$ cat src/tusm_pkg.sv
// Shared constants, controller states and control/status bundles for the matcher.
package tusm_pkg;

  // Default array sizes
  localparam int MaxWomenDef = 32;
  localparam int MaxMenDef   = 32;

  // Summed utility width and the mark left on a rejected pairing
  localparam int UtilW = 18;
  localparam logic signed [UtilW-1:0] Rejected = -18'sd10000;

  // Configuration register indexes
  localparam logic CfgNumWomen = 1'b0;
  localparam logic CfgNumMen   = 1'b1;

  typedef enum logic [3:0] {
    ST_IDLE,
    ST_SCAN,
    ST_TAIL,
    ST_PROP,
    ST_REJ,
    ST_CHECK,
    ST_OSCAN,
    ST_OTAIL,
    ST_EMIT
  } state_t;

  // Controller to datapath
  typedef struct packed {
    logic run_init;    // clear round counter, latch round limit
    logic round_init;  // drop held offers and reject flag
    logic round_inc;
    logic i_clr;
    logic i_inc;
    logic scan_issue;  // read one row entry, advance column
    logic prop;        // record proposal of current woman
    logic rej;         // reject step for current woman
    logic emit;        // drive one result beat
  } cmd_t;

  // Datapath to controller
  typedef struct packed {
    logic j_last;
    logic i_last;
    logic cont;
  } status_t;

endpackage

$ cat src/tusm_ctrl.sv
// Controller: sequences loading, proposal/rejection rounds and result beats.
module tusm_ctrl (
  input  logic                clk,
  input  logic                rst_n,
  input  logic                start,
  input  logic                in_last_entry,
  input  tusm_pkg::status_t   status,
  output tusm_pkg::cmd_t      cmd,
  output logic                load_en,
  output logic                busy
);

  tusm_pkg::state_t state_r, state_nxt;
  logic accept;

  assign busy    = (state_r != tusm_pkg::ST_IDLE);
  assign accept  = start && !busy;
  assign load_en = accept;

  always_ff @(posedge clk) begin
    if (!rst_n) state_r <= tusm_pkg::ST_IDLE;
    else state_r <= state_nxt;
  end

  // Next state
  always_comb begin
    state_nxt = state_r;
    case (state_r)
      tusm_pkg::ST_IDLE:  if (accept && in_last_entry) state_nxt = tusm_pkg::ST_SCAN;
      tusm_pkg::ST_SCAN:  if (status.j_last) state_nxt = tusm_pkg::ST_TAIL;
      tusm_pkg::ST_TAIL:  state_nxt = tusm_pkg::ST_PROP;
      tusm_pkg::ST_PROP:  state_nxt = status.i_last ? tusm_pkg::ST_REJ : tusm_pkg::ST_SCAN;
      tusm_pkg::ST_REJ:   if (status.i_last) state_nxt = tusm_pkg::ST_CHECK;
      tusm_pkg::ST_CHECK: state_nxt = status.cont ? tusm_pkg::ST_SCAN : tusm_pkg::ST_OSCAN;
      tusm_pkg::ST_OSCAN: if (status.j_last) state_nxt = tusm_pkg::ST_OTAIL;
      tusm_pkg::ST_OTAIL: state_nxt = tusm_pkg::ST_EMIT;
      tusm_pkg::ST_EMIT:  state_nxt = status.i_last ? tusm_pkg::ST_IDLE : tusm_pkg::ST_OSCAN;
      default:            state_nxt = tusm_pkg::ST_IDLE;
    endcase
  end

  // Commands
  always_comb begin
    cmd = '0;
    case (state_r)
      tusm_pkg::ST_IDLE: begin
        if (accept && in_last_entry) begin
          cmd.run_init   = 1'b1;
          cmd.round_init = 1'b1;
          cmd.i_clr      = 1'b1;
        end
      end
      tusm_pkg::ST_SCAN, tusm_pkg::ST_OSCAN: cmd.scan_issue = 1'b1;
      tusm_pkg::ST_PROP: begin
        cmd.prop  = 1'b1;
        cmd.i_clr = status.i_last;
        cmd.i_inc = !status.i_last;
      end
      tusm_pkg::ST_REJ: begin
        cmd.rej   = 1'b1;
        cmd.i_clr = status.i_last;
        cmd.i_inc = !status.i_last;
      end
      tusm_pkg::ST_CHECK: begin
        cmd.round_init = status.cont;
        cmd.round_inc  = status.cont;
      end
      tusm_pkg::ST_EMIT: begin
        cmd.emit  = 1'b1;
        cmd.i_clr = status.i_last;
        cmd.i_inc = !status.i_last;
      end
      default: ;
    endcase
  end

endmodule

$ cat config.mk
export PLATFORM = sky130hd
export DESIGN_NAME = tusm_ctrl
export DESIGN_NICKNAME = d
export VERILOG_FILES = /design/src/tusm_pkg.sv /design/src/tusm_ctrl.sv
export SDC_FILE = /design/constraint.sdc
export NUM_CORES = 1
export LEC_CHECK = 0
export BUFFER_PORTS_ARGS = -buffer_cell sky130_fd_sc_hd__buf_2
export CORE_MARGIN = 4
export CORE_UTILIZATION = 35
export CTS_CLUSTER_DIAMETER = 100
export DETAILED_ROUTE_END_ITERATION = 8
export HOLD_SLACK_MARGIN = 0.03
export PLACE_DENSITY = 0.61
export SYNTH_ARGS = -nofsm -noshare
export SYNTH_HDL_FRONTEND = slang
export SYNTH_SLANG_ARGS = --single-unit
export TNS_END_PERCENT = 5
$ cat constraint.sdc
create_clock -name clk -period 1.65 [get_ports clk]
set_clock_uncertainty 0.2 [all_clocks]
set_input_delay 0.0825 -clock clk [delete_from_list [all_inputs] [get_ports clk]]
set_output_delay 0.0825 -clock clk [all_outputs]
set_load 0.005 [all_outputs]
==> impl_metrics.csv, run 1 <==
group,metric,value,unit
finish,mostFrequentLayoutCell,"buf_2",
flow_run,max_cap_violations,0,
sta,setup_viol,0,
sta,post-route-period-util,97.4,%
finish,final_cell_mix,"buf_2, nor2_1, buf_4, nand2_1, mux2i_1",
finish,multi_input_area,364,µm²
place,place_area,553,µm²
setup_path,crit_slowest_cell,"dfxtp_4",
cts,clk_latency,0.24,ns
cts,cts_tree,"done",
setup_path,r2r_start,"state_r[0]",
cts,cts_root_buffer,"clkbuf_4",
cts,clock_sinks,4,
die,rows,12,
setup_path,path_delay_family,"compound AO/OA/AOI/OAI gates",
finish,final_layout_size_suffix_gt1_share,50.6,%
sta,period_minus_slack,1.61,ns
setup_path,crit_chain,"nor2_4 > a32oi_1 > o32a_1 > o2bb2ai_2 > buf_2",
finish,reg.largest.list,"state_r x4",
finish,fill_cells,122,
yosys,synth_fp_nets,66,
yosys,synth.top_cells.by_area,"dfxtp_1, mux2i_1, nor2_1",
route,antenna_left,0,
yosys,synth_largest_area_cell,"dfxtp_1",
setup_path,cp-start-kind,"flip-flop",
outcome,status,"complete, no violations",
global_route,grtUsageTotal,13.7,%
die,coreArea,1190,µm²
finish,largest_register,"state_r",
route,viasPerCell,5.47,
global_route,grt_pass1_vias,514,
sta,tightest_slew,0.395,ns
route,first_pass_iters,4,
finish,num_antenna_cells,0,
global_route,overflow,0,
setup_path,crit_cells,5,
yosys,yosys.area_share.xor_xnor,0,%
setup_path,cp.arrival,1.33,ns
sta,hold_viol_final,0,
yosys,synthAdderAreaFrac,0,%
die,pin_count,18,
power,p_leak,0.000290,µW
yosys,post_synth_and_or_nand_nor_area_fraction,39.1,%
global_route,antenna_found_initial,0,
setup_path,ff2ff_path_depth,5,
cts,cts_made_buffers,3,
setup_path,endpoint,"cmd[5]",
yosys,netlist.area_leader.share,17.0,%
cts,cts.clk_slew.worst_paths,0.04,ns
setup_path,r2r-end,"state_r[1]",
yosys,syn_inst,59,
global_route,grt_pass1_wl,2.08,mm
finish,postLayoutCoreUtil,54.5,%
cts,cts_max_path_buffers,2,
setup_path,r2r_setup_slack,0.27,ns
place,io_buffers,17,
finish,seqCellArea,92.6,µm²
setup_path,setup.worst_path.start,"state_r[1]",
die,fp.dieW,44.7,µm
die,dieHeight,44.7,µm
finish,stdcell_area,647,µm²
sta,max_freq,622,MHz
yosys,ys_warn_count,0,
power,power.density,1310,nW/µm²
route,wire_per_inst,12.8,µm
power,peakVddDrop,0.000735,V
yosys,yosysSeqAreaShare,17.0,%
yosys,synth.distinct_cells,34,
setup_path,cp_num_buf_inv,1,
route,drt_iter0_drc,14,
finish,area_growth,37.5,%
setup_path,max_stage_delay,0.38,ns
route,wl,1.22,mm
setup_path,crit_fanout,10,
place,gp_congestion,0.753,
yosys,synth_top_family_by_area,"simple AND/OR/NAND/NOR gates",
setup_path,cp-end-kind,"output port",
sta,max_slew_margin,73.3,%
route,drc,0,
yosys,postSynthAreaPerCell,7.97,µm²
yosys,syn-cell-area,470,µm²
finish,largest_register_ffs,4,
min_path,min_from,"start",
yosys,muxShareOfSynthArea,8.51,%
place,dp_hpwl,875,µm
yosys,yosys_register_bits,4,
sta,final_max_slew_viol_count,0,
die,dieArea,1990,µm²
setup_path,cp_data_required_time,1.37,ns
cts,h-tree-depth,1,
die,initial_core_util,39.7,%
finish,final_nets,90,
yosys,synth-compound-area-share,24.7,%
route,vias,520,
setup_path,path_class,"flip-flop to output port",
global_route,grt_max_degree,14,
sta,rsz0062_at_grt,"yes",
min_path,worst_hold_path_type,"input port to flip-flop",
## worst min-delay path by stage
stage	to	slack, ns	cells past startpoint
floorplan	state_r[2]	0.004	1
global placement	state_r[2]	0.16	2
detailed placement	state_r[2]	0.16	2
CTS	state_r[0]	0.06	5
global route	state_r[0]	0.07	5
finish	state_r[0]	0.05	5
## cells by family (layout without fill, tap and decap cells)
family	Yosys count	in the layout
flip-flops	4	4
AND/OR/NAND/NOR	30	30
buffers and inverters	7	29
AO/OA/AOI/OAI	14	14
multiplexers	4	4
## synthesized netlist by cell type
cell type,count
dfxtp_1,4
nor2_2,1
and3_4,1
and2_1,3
nand3b_1,1
o32a_1,2
o21ai_0,2
or2_1,1
nand3_1,1
nor3b_2,2
o21ai_1,1
nor3_1,1
o2bb2ai_1,1
nor2b_2,1
nand2b_1,1
nor2b_1,1
a32oi_2,1
inv_1,1
o311ai_2,1
mux2i_1,4
nor4b_1,1
buf_2,1
nand4_1,1
a32oi_1,1
inv_2,1
a21oi_1,3
a22oi_1,1
and3_1,2
and2_4,1
a2bb2oi_1,1
buf_6,2
nor2_1,7
nand2_1,4
buf_4,2
## timing repair
action / 4_1_cts / 5_1_grt
hold buffers: 2 / 0
setup endpoints to repair: 6 / 3
pin swaps: 0 / 2
gates cloned: 0 / 0
hold endpoints to repair: 4 / 0
resized for setup: 7 / 6
setup buffers: 0 / 2
## layer usage
metal	vias up	routed length, µm	GRT usage (%)
met5	-	0	0
met4	0	0	3.61
met3	0	41	3.66
met2	10	593	22.6
met1	249	584	17.4
li1	261	-	-
## per-stage QoR
| stage | hold slack [ns] | std cells | TNS [ns] | total power [µW] | setup WS (ns) |
|---|---|---|---|---|---|
| final | 0.0538 | 95 | 0 | 848 | 0.0424 |
| after global routing | 0.0742 | 95 | -0.0299 | 931 | -0.0299 |
| after CTS | 0.0558 | 93 | 0 | 809 | 0.0165 |
| after detailed placement | 0.160 | 88 | 0 | 641 | 0.0744 |
| after global placement | 0.158 | 88 | 0 | 642 | 0.112 |
| after floorplan | 0.00421 | 59 | 0 | 534 | 0.344 |
## worst min-delay path: stages
cell and delay [ns]:
buf_2 0.11, nand2_1 0.07, a21oi_1 0.06, nand4_1 0.08, nand2_1 0.04
## area by class of cell
cell class | count | share of cell area [%]
multi-input cells | 48 | 56.3
repair buffers | 24 | 22.1
clock buffers | 3 | 3.48
inverters | 2 | 1.16
flip-flops and latches | 4 | 14.3
well taps | 14 | 2.71
## power by group
group | total, µW | internal, µW | leakage [µW] | switching, µW
clock network | 122 | 81.4 | 0.0000138 | 40.4
logic | 503 | 271 | 0.000241 | 232
registers | 224 | 139 | 0.0000353 | 85.1
total | 848 | 491 | 0.000290 | 357
Note: power is estimated with default switching activity, not from simulation.
==> inputs of run 2 (changes only) <==
==> constraint.sdc (replaced) <==
create_clock -name clk -period 1.5 [get_ports clk]
set_clock_uncertainty 0.2 [all_clocks]
set_input_delay 0.075 -clock clk [delete_from_list [all_inputs] [get_ports clk]]
set_output_delay 0.075 -clock clk [all_outputs]
set_load 0.005 [all_outputs]
==> impl_metrics.csv, run 2 (synthesis results as in run 1) <==
group,metric,value,unit
cts,clk_latency,0.23,ns
global_route,grt_pass1_vias,513,
finish,final_layout_size_suffix_gt1_share,58.8,%
finish,final_cells,99,
outcome,status,"complete, but fails checks",
min_path,min_from,"start",
cts,h-tree-depth,1,
global_route,overflow,0,
min_path,holdPathStages,5,
sta,setup_viol,3,
power,seqPwrFrac,19.7,%
finish,mostFrequentLayoutCell,"buf_2",
finish,stdcell_area,719,µm²
setup_path,path_class,"flip-flop to output port",
cts,cts_tree,"done",
place,gp_congestion,0.826,
cts,cts_max_path_buffers,2,
power,p_clk_share,11.6,%
route,drc,0,
finish,fill_cells,103,
cts,cts_made_buffers,3,
setup_path,crit_slowest_cell,"dfxtp_4",
flow_run,max_cap_violations,0,
min_path,min_to,"state_r[0]",
route,first_pass_iters,2,
setup_path,cp-start-kind,"flip-flop",
route,drt_iter0_drc,6,
global_route,antenna_found_initial,0,
finish,num_antenna_cells,0,
power,p_leak,0.000316,µW
setup_path,cp_num_buf_inv,2,
place,place_area,568,µm²
route,viasPerCell,5.40,
die,pin_count,18,
sta,max_freq,653,MHz
power,p_sw,454,µW
die,rows,12,
sta,fin_ws,-0.0308,ns
finish,reg.largest.list,"state_r x4",
setup_path,cp_data_required_time,1.22,ns
sta,hold_viol_final,0,
sta,tightest_slew,0.281,ns
sta,finalSetupTns,-0.0524,ns
route,vias,535,
finish,final_nets,94,
sta,rsz0062_at_grt,"yes",
setup_path,path_delay_family,"simple AND/OR/NAND/NOR gates",
outcome,violations,"setup timing",
setup_path,ff2ff_path_depth,6,
cts,clock_sinks,4,
sta,final_max_slew_viol_count,0,
cts,cts_root_buffer,"clkbuf_4",
route,wl,1.35,mm
power,peakVddDrop,0.000804,V
place,dp_cells,90,
setup_path,r2r_start,"state_r[1]",
sta,max_slew_margin,81.2,%
place,dp_hpwl,937,µm
die,dieArea,1990,µm²
finish,seqCellArea,92.6,µm²
setup_path,crit_chain,"buf_6 > nor2_2 > and3_4 > or2_1 > buf_2",
setup_path,r2r_setup_slack,0.05,ns
cts,cts.clk_slew.worst_paths,0.04,ns
finish,final_cell_mix,"buf_2, buf_4, mux2i_1",
finish,largest_register,"state_r",
finish,largest_register_ffs,4,
power,switching_share,40.8,%
sta,post-route-period-util,102,%
setup_path,cp.arrival,1.26,ns
die,fp.dieW,44.7,µm
setup_path,r2r-end,"state_r[1]",
die,initial_core_util,39.7,%
route,antenna_left,0,
power,pwr-share-comb,68.7,%
finish,postLayoutCoreUtil,60.7,%
finish,multi_input_area,388,µm²
place,io_buffers,17,
setup_path,crit_fanout,6,
route,wire_per_inst,13.6,µm
finish,area_growth,52.9,%
setup_path,max_stage_delay,0.39,ns
power,power.density,1550,nW/µm²
die,dieHeight,44.7,µm
global_route,grt_pass1_wl,2.17,mm
die,coreArea,1190,µm²
global_route,grtUsageTotal,13.8,%
sta,period_minus_slack,1.53,ns
global_route,grt_max_degree,10,
min_path,worst_hold_path_type,"input port to flip-flop",
setup_path,cp-end-kind,"output port",
power,p_int,659,µW
[run 2: cell types whose count changed in the layout (fill, tap and decap cells not counted), sizes merged]
cell,before,now
buf,22,26
[run 2: power groups by stage]
stage | Sequential (µW) | Clock (µW) | Combinational, µW
after global routing | 223 | 148 | 843
after global placement | 186 | 0 | 557
after detailed placement | 186 | 0 | 560
after floorplan | 168 | 0 | 420
after CTS | 222 | 131 | 688
final | 219 | 129 | 765
[run 2: worst max path at each step]
| stage | start | end | slack (ns) | cells after the start |
|---|---|---|---|---|
| finish | state_r[1] | cmd[7] | -0.03 | 5 |
| global route | state_r[1] | cmd[3] | -0.1 | 7 |
| CTS | state_r[1] | cmd[7] | -0.05 | 5 |
| detailed placement | state_r[0] | cmd[5] | 0.006 | 5 |
| global placement | state_r[3] | state_r[2] | 0.01 | 4 |
| floorplan | state_r[1] | cmd[7] | 0.20 | 4 |
[run 2: metal layers]
metal  GRT usage (%)  share of wire [%]  vias up
li1                -                  -      273
met1            19.9                 47      257
met2            21.8                 51        5
met3               0                2.1        0
met4            5.42                  0        0
met5               0                  0        -
[run 2: per-stage QoR]
stage	setup WS, ns	hold slack, ns	power, µW
after floorplan	0.201	-0.00329	588
after CTS	-0.0463	0.0680	1040
final	-0.0308	0.0979	1110
after global placement	0.0126	0.146	742
after detailed placement	0.00558	0.153	746
after global routing	-0.0969	0.140	1210
[run 2: cell type report]
cell class	count	area share [%]
well taps	14	2.43
clock buffers	3	3.13
inverters	2	1.39
flip-flops and latches	4	12.9
repair buffers	28	26.3
multi-input cells	48	53.9
[run 2: worst min-delay path, stage by stage]
cell     delay [ns]
buf_2          0.11
nand2_1        0.10
a21oi_1        0.07
nand4_1        0.08
nand2_1        0.04
[run 2: timing repair]
action | CTS | global route
gates resized for setup | 14 | 7
endpoints found under the hold margin | 4 | 0
pin swaps | 3 | 3
buffers inserted | 2 | 2
hold buffers | 2 | 0
endpoints found under the setup margin | 9 | 8
==> inputs of run 3 (changes only) <==
==> constraint.sdc (replaced) <==
create_clock -name clk -period 1.5 [get_ports clk]
set_clock_uncertainty 0.2 [all_clocks]
set_input_delay 0.15 -clock clk [delete_from_list [all_inputs] [get_ports clk]]
set_output_delay 0.15 -clock clk [all_outputs]
set_load 0.005 [all_outputs]
==> impl_metrics.csv, run 3 (synthesis results as in run 1) <==
group,metric,value,unit
place,io_buffers,17,
route,first_pass_iters,4,
setup_path,cp-start-kind,"flip-flop",
die,dieArea,1990,µm²
route,wl,1.41,mm
route,wl_met3,66,µm
setup_path,r2r_setup_slack,-0.01,ns
route,dr_wl_met2,717,µm
power,peakVddDrop,0.000777,V
finish,final_cell_mix,"buf_2, buf_4, nand2_1, mux2i_1, buf_6",
sta,hold_viol_final,0,
place,place_ws,-0.0315,ns
finish,stdcell_area,742,µm²
die,coreArea,1190,µm²
setup_path,crit_chain,"buf_6 > inv_4 > nor2_4 > and3_4 > or2_1 > buf_2",
outcome,status,"complete, but fails checks",
finish,final_cells,104,
finish,largest_register,"state_r",
power,seqPwrFrac,17.6,%
place,dp_cells,94,
sta,rsz0062_at_grt,"yes",
sta,period_minus_slack,1.61,ns
setup_path,cp_data_required_time,1.15,ns
finish,num_antenna_cells,0,
setup_path,max_stage_delay,0.36,ns
sta,final_max_slew_viol_count,0,
setup_path,cp.arrival,1.26,ns
place,dp_hpwl,983,µm
finish,postLayoutCoreUtil,62.6,%
sta,finalSetupTns,-0.446,ns
cts,clk_latency,0.24,ns
flow_run,max_cap_violations,0,
setup_path,crit_slowest_cell,"dfxtp_4",
die,initial_core_util,39.7,%
power,pwr-share-comb,70.7,%
cts,cts_tree,"done",
setup_path,crit_fanout,4,
die,rows,12,
global_route,grt_pass1_vias,545,
setup_path,path_delay_family,"flip-flops",
power,switching_share,41.2,%
cts,cts.clk_slew.worst_paths,0.03,ns
finish,mostFrequentLayoutCell,"buf_2",
cts,cts_root_buffer,"clkbuf_4",
finish,fill_cells,99,
global_route,grt_pass1_wl,2.35,mm
global_route,antenna_found_initial,0,
min_path,worst_hold_path_type,"input port to flip-flop",
cts,h-tree-depth,1,
setup_path,path_class,"flip-flop to output port",
power,p_clk_share,11.8,%
finish,final_layout_size_suffix_gt1_share,58.9,%
cts,clock_sinks,4,
die,fp.dieW,44.7,µm
route,routedLengthMet1,621,µm
sta,post-route-period-util,108,%
route,antenna_left,0,
route,drt_iter0_drc,27,
finish,final_nets,99,
place,place_area,598,µm²
sta,fin_ws,-0.115,ns
finish,area_growth,57.7,%
power,p_leak,0.000336,µW
setup_path,cp_num_buf_inv,3,
route,viasPerCell,5.54,
die,pin_count,18,
outcome,violations,"setup timing",
route,drc,0,
route,wire_per_inst,13.5,µm
route,vias,576,
sta,max_slew_margin,83.2,%
sta,tightest_slew,0.252,ns
cts,cts_made_buffers,3,
die,dieHeight,44.7,µm
sta,max_freq,619,MHz
global_route,grtUsageTotal,15.7,%
power,power.density,1580,nW/µm²
setup_path,cp-end-kind,"output port",
route,top_layer,"met3",
global_route,grt_max_degree,10,
sta,setup_viol,6,
cts,cts_max_path_buffers,2,
global_route,overflow,0,
power,p_sw,484,µW
finish,reg.largest.list,"state_r x4",
place,gp_congestion,0.818,
finish,largest_register_ffs,4,
power,p_int,691,µW
-- run 3: final timing paths --
kind,startpoint,end,depth (start not counted)
max reg2reg,state_r[1],state_r[1],6
min,start,state_r[0],5
max,state_r[0],cmd[7],6
min reg2reg,state_r[3],state_r[2],2
-- run 3: cell type report --
type	count	area [µm²]	area share, %
Sequential cell	4	92.6	12.5
Inverter	2	12.5	1.69
Multi-Input combinational cell	48	372	50.1
Timing Repair Buffer	33	225	30.4
Clock buffer	3	22.5	3.04
Tap cell	14	17.5	2.36
-- run 3: per-layer routing --
| layer | global-route usage, % | vias up |
|---|---|---|
| li1 | - | 280 |
| met1 | 19.7 | 274 |
| met2 | 25.2 | 22 |
| met3 | 3.25 | 0 |
| met4 | 7.23 | 0 |
| met5 | 0 | - |
-- run 3: power groups by stage --
stage | logic (µW) | registers (µW) | clock network, µW
floorplan | 420 | 168 | 0
global placement | 608 | 166 | 0
detailed placement | 613 | 168 | 0
CTS | 802 | 199 | 144
global route | 910 | 209 | 147
finish | 831 | 207 | 138
-- run 3: metrics by stage --
stage,power [µW],hold slack [ns]
3_3_place_gp,773,0.215
4_1_cts,1140,0.136
3_5_place_dp,781,0.220
6_report,1180,0.143
2_1_floorplan,588,0.0717
5_1_grt,1270,0.146
-- run 3: worst min-delay path: cells and delay by family --
| kind | cells | cell delay (ns) |
|---|---|---|
| AO/OA/AOI/OAI | 1 | 0.07 |
| AND/OR/NAND/NOR | 3 | 0.20 |
| buffers and inverters | 1 | 0.11 |
-- run 3: timing repair --
item	in CTS	in global routing
hold endpoints to repair	4	0
pin swaps	7	1
gates resized for setup	20	3
endpoints found under the setup margin	10	12
hold buffers	2	0
setup buffers	5	0
